===== config.mk =====
export PLATFORM = sky130hd
export DESIGN_NAME = tcpu_ctrl
export DESIGN_NICKNAME = d
export VERILOG_FILES = /design/src/hdl/tcpu_pkg.sv /design/src/hdl/tcpu_ctrl.sv
export SDC_FILE = /design/constraint.sdc
export NUM_CORES = 1
export LEC_CHECK = 0
export ABC_AREA = 1
export BUFFER_PORTS_ARGS = -buffer_cell sky130_fd_sc_hd__buf_2
export CAP_MARGIN = 20
export CORE_MARGIN = 2
export CORE_UTILIZATION = 34
export DETAILED_ROUTE_END_ITERATION = 8
export MAX_ROUTING_LAYER = met4
export PLACE_DENSITY = 0.52
export RECOVER_POWER = 50
export SLEW_MARGIN = 25
export SYNTH_ARGS = -nofsm -noshare
export SYNTH_HDL_FRONTEND = slang
export SYNTH_SLANG_ARGS = --single-unit

===== constraint.sdc =====
create_clock -name clk -period 1.4 [get_ports clk]
set_input_delay 0.14 -clock clk [delete_from_list [all_inputs] [get_ports clk]]
set_output_delay 0.14 -clock clk [all_outputs]
set_load 0.05 [all_outputs]

===== src/hdl/tcpu_pkg.sv =====
// Shared types, codes and constants of the execute unit.
// Depends on nothing; used by every module of the unit.
package tcpu_pkg;

	localparam int DATA_WORDS_DEF = 4096;
	localparam int NUM_REGS       = 9;
	localparam int DIV_STEPS      = 32;
	localparam logic [15:0] DEFAULT_BASE = 16'd16384;

	localparam logic [3:0] OP_STOP = 4'd0;
	localparam logic [3:0] OP_MOV  = 4'd1;
	localparam logic [3:0] OP_ADD  = 4'd2;
	localparam logic [3:0] OP_SUB  = 4'd3;
	localparam logic [3:0] OP_MUL  = 4'd4;
	localparam logic [3:0] OP_DIV  = 4'd5;
	localparam logic [3:0] OP_AND  = 4'd6;
	localparam logic [3:0] OP_OR   = 4'd7;
	localparam logic [3:0] OP_NOT  = 4'd8;
	localparam logic [3:0] OP_CMP  = 4'd9;
	localparam logic [3:0] OP_JMP  = 4'd10;
	localparam logic [3:0] OP_IN   = 4'd11;
	localparam logic [3:0] OP_OUT  = 4'd12;

	localparam logic [3:0] JC_ALWAYS = 4'd0;
	localparam logic [3:0] JC_EQ     = 4'd1;
	localparam logic [3:0] JC_GT     = 4'd2;
	localparam logic [3:0] JC_LT     = 4'd3;

	localparam logic [1:0] FLAG_EQ = 2'b00;
	localparam logic [1:0] FLAG_GT = 2'b01;
	localparam logic [1:0] FLAG_LT = 2'b11;

	localparam logic [1:0] ERR_NONE = 2'd0;
	localparam logic [1:0] ERR_DIV0 = 2'd1;
	localparam logic [1:0] ERR_ADDR = 2'd2;

	typedef struct packed {
		logic accept;
		logic read_b;
		logic calc_addr;
		logic mem_read;
		logic exec;
		logic div_step;
		logic div_wb;
		logic out_load;
		logic clr;
	} cmd_t;

	typedef struct packed {
		logic clr_last;
		logic div_go;
		logic res_free;
	} status_t;

endpackage


===== src/hdl/tcpu_ctrl.sv =====
// Controller state machine of the execute unit.
// Depends on tcpu_pkg; drives the datapath through cmd_t and reads status_t.
module tcpu_ctrl (
	input  logic              clk,
	input  logic              arst_n,
	input  logic              item_valid,
	output logic              item_ready,
	input  tcpu_pkg::status_t st,
	output tcpu_pkg::cmd_t    cmd
);
	import tcpu_pkg::*;

	localparam logic [2:0] S_CLR   = 3'd0;
	localparam logic [2:0] S_IDLE  = 3'd1;
	localparam logic [2:0] S_RDB   = 3'd2;
	localparam logic [2:0] S_ADDR  = 3'd3;
	localparam logic [2:0] S_READ  = 3'd4;
	localparam logic [2:0] S_EXEC  = 3'd5;
	localparam logic [2:0] S_DIV   = 3'd6;
	localparam logic [2:0] S_DONE  = 3'd7;

	localparam int CW = $clog2(DIV_STEPS);

	logic [2:0]    state_q, state_d;
	logic [CW-1:0] cnt_q, cnt_d;
	logic          divwb_q, divwb_d;

	assign item_ready = (state_q == S_IDLE);

	always_comb begin
		state_d = state_q;
		cnt_d   = cnt_q;
		divwb_d = 1'b0;
		cmd     = '0;
		unique case (state_q)
			S_CLR: begin
				cmd.clr = 1'b1;
				if (st.clr_last) state_d = S_IDLE;
			end
			S_IDLE: begin
				if (item_valid) begin
					cmd.accept = 1'b1;
					state_d    = S_RDB;
				end
			end
			S_RDB: begin
				cmd.read_b = 1'b1;
				state_d    = S_ADDR;
			end
			S_ADDR: begin
				cmd.calc_addr = 1'b1;
				state_d       = S_READ;
			end
			S_READ: begin
				cmd.mem_read = 1'b1;
				state_d      = S_EXEC;
			end
			S_EXEC: begin
				cmd.exec = 1'b1;
				cnt_d    = '0;
				state_d  = st.div_go ? S_DIV : S_DONE;
			end
			S_DIV: begin
				cmd.div_step = 1'b1;
				cnt_d        = cnt_q + 1'b1;
				if (cnt_q == CW'(DIV_STEPS - 1)) begin
					divwb_d = 1'b1;
					state_d = S_DONE;
				end
			end
			S_DONE: begin
				cmd.div_wb = divwb_q;
				if (divwb_q) begin
					state_d = S_DONE;
				end else if (st.res_free) begin
					cmd.out_load = 1'b1;
					state_d      = S_IDLE;
				end
			end
			default: state_d = S_CLR;
		endcase
	end

	always_ff @(posedge clk or negedge arst_n) begin
		if (!arst_n) begin
			state_q <= S_CLR;
			cnt_q   <= '0;
			divwb_q <= 1'b0;
		end else begin
			state_q <= state_d;
			cnt_q   <= cnt_d;
			divwb_q <= divwb_d;
		end
	end

endmodule


==> impl_results.md <==
- Status: finished clean
- CTS Sinks: 9
- Family with the most delay on the worst path: simple AND/OR/NAND/NOR gates
- Worst R2R End: state_q[2]
- CP max stage delay: 350 ps
- Commonest non-fill, non-tap cell in the layout: nand2_1
- Int Power: 0.9764 mW
- Max frequency: 731.8 MHz
- Most frequent cells in the layout: nand2_1 (14), nand3_1 (11), buf_4 (10), inv_1 (9), nor2_1 (9)
- WP depth: 9
- # nets final: 119
- CP Data Arrival Time: 1520 ps
- Largest net degree at the start of global routing: 11
- Worst EP required: 1550 ps
- Final cell count without fillers: 135
- H-tree depth: 1
- DP Cell Count: 122
- Skew final: 1.062 ps
- Syn-to-layout area delta: 48.19%
- Fin util: 53.48%
- Port Buffer Count: 15
- Setup WS post-layout: 33.48 ps
- Gate count after technology mapping: 82
- Final period utilization: 97.61%
- Sequential group share of total power: 25.0%
- CTS tree: done
- Vias per Instance: 4.363
- Reg-to-reg setup timing slack: 30 ps
- Max rail drop VDD: 1428 uV
- Cell Area, Synth: 623.1 um2
- Setup TNS: 0 ps
- Synth warn: 0
- Worst setup EP type: flip-flop
- Hold WC Path Type: in -> reg
- Setup crit end: state_q[2]
- Crit start category: flip-flop
- Worst Path Buf+Inv: 0
- Root Buffer: clkbuf_4
- Routed vias: 589
- Post-Route WL: 1436 um
- Number of global-route vias before repair: 518
- Initial core utilization: 36.09%
- Crit path top cell by count: nand2_1
- Antenna Cells: 0
- Final hold violation count: 0
- Layout filler cell count: 179
- Worst Tran Pin Value: 484.5 ps
- Critical Path Start: cnt_q[1]
- LEAKAGE: 0.4888 nW
- Io pins: 16
- Worst Hold Slack: 252.7 ps
- Die Span X: 46.81 um
- Met2 GRT Util: 21.64%
- Seq cells post-synth: 9
- Sw Share: 51.86%
- Final setup fails: 0
- WL/cell: 10.64 um
- Syn_nets: 90
- Die area: 2191 um2
- Fin crit period: 1367 ps
- Worst reg2reg path startpoint: cnt_q[1]
- Core area: 1727 um2
- Initial DRC Count: 8
- GRT Total Usage: 13.91%
- Core Rows: 15
- Worst rel slew slack: 67.70%
- DP HPWL: 951.6 um
- HP Start: st[1]
- Post-synthesis cell type count: 19
- Die height: 46.81 um
- Worst skew pair latency: 260 ps
- First-pass GRT wire length: 2090 um
- P_sw: 1.052 mW
- Residual DRC: 0
- Initial antenna violation count: 0
- Remaining antenna violation count: 0
- Slowest stage cell, crit path: dfrtp_1
- Met1 Use GR: 18.23%
- Ratio of cells with drive above 1 in the final layout: 48.18%
- Fin. max-slew vios: 0
- PwrDens: 2196 nW/um2
- Clk buf depth: 2
- Sequential-to-total area share from yosys stat: 36.14%
- Setup Crit Path Kind: reg -> reg
- Gr busiest metal: met2
- Clock transition at path regs: 60 ps
- RSZ-0062 raised after global routing: true
- Mean Syn Cell Area: 7.599 um2
- Max cap viols: 0
- Met3 global-route usage: 3.462%
- RD Place Congestion: 0.7350
- Pre-Repair DR Iteration Count: 4
- Comb pwr share: 65.0%
- Overflow after GRT: 0
- Dpl ws: -26.80 ps
- R2R cell count: 9
- CP cell instances: ha_2, nand2_2, nor2_2, ha_2, nor2_4, nor2_4, nand2_1, nand2_1, nand2_1
- CP max FO: 4
- Num CTS Buffers: 3
- Clock network power share: 9.9%
-- metal layers --
| layer | part of all wire, % | wire (um) | vias to the layer above |
|---|---|---|---|
| li1 | - | - | 310 |
| met1 | 45 | 653 | 268 |
| met2 | 50 | 719 | 9 |
| met3 | 3.8 | 54 | 2 |
| met4 | 0.63 | 9 | 0 |
| met5 | 0 | 0 | - |
-- cell families after synthesis --
family	share of synthesized area [%]
AO/OA/AOI/OAI	3.614
XOR/XNOR	1.406
AND/OR/NAND/NOR	40.16
flip-flops	36.15
buffers and inverters	14.66
adder cells (fa/ha/maj)	4.015
-- Yosys cell counts (all sizes together) --
master	number	area share, %
buf	3	5.4
a21boi	1	1.2
inv	14	9.2
dfrtp	9	36
nor3	2	1.6
or2	1	1.0
nor2	15	12
nand3	15	16
nand2	16	9.6
xor2	1	1.4
o21ai	2	1.6
a21oi	1	0.80
ha	2	4.0
-- worst min-delay path by stage --
stage / end / slack [ps] / cells after the start
after global placement: cnt_q[0] / 2 / 1
after floorplan: cnt_q[0] / -160 / 0
after detailed placement: cnt_q[0] / 0.8 / 1
final: state_q[0] / 250 / 4
after CTS: state_q[0] / 250 / 4
after global routing: state_q[0] / 270 / 4
-- per-stage QoR --
stage | total power, mW | cell area, um2
2_1_floorplan | 1.366 | 635.6
3_3_place_gp | 1.505 | 730.7
3_5_place_dp | 1.507 | 730.7
4_1_cts | 1.795 | 813.3
5_1_grt | 2.177 | 923.4
6_report | 2.028 | 923.4
-- power groups by stage --
stage          Sequential (mW)  Combinational [mW]  Clock, mW
3_5_place_dp             0.507                1.00          0
2_1_floorplan            0.378               0.988          0
3_3_place_gp             0.505                1.00          0
4_1_cts                  0.506                1.08      0.206
6_report                 0.508                1.32      0.201
5_1_grt                  0.523                1.43      0.226
-- flip-flops by register name, indices dropped and copies added, names as in the netlist --
signal and cells:
cnt_q 5, state_q 3, divwb_q 1
-- what timing repair did --
action,in CTS,in global routing
pin swaps,1,10
gates resized for setup,11,25
endpoints found under the hold margin,9,0
hold buffers,1,0
setup endpoints to repair,12,13
setup buffers,3,5
-- cell type report --
cell class	instances	area [um2]	share of cell area [%]
multi-input combinational	56	349.1	37.80
sequential	9	229.0	24.80
timing repair buffer	27	227.7	24.66
inverter	14	60.06	6.504
tap	25	31.28	3.388
clock buffer	4	26.28	2.846
-- worst register-to-register path: cells and delay by family (launching register included) --
kind,cells,cell delay [ps]
DFF,1,350
and+or+nand+nor,7,500
adders and majority gates,2,400
No activity file was read; power rests on OpenSTA's default activity.
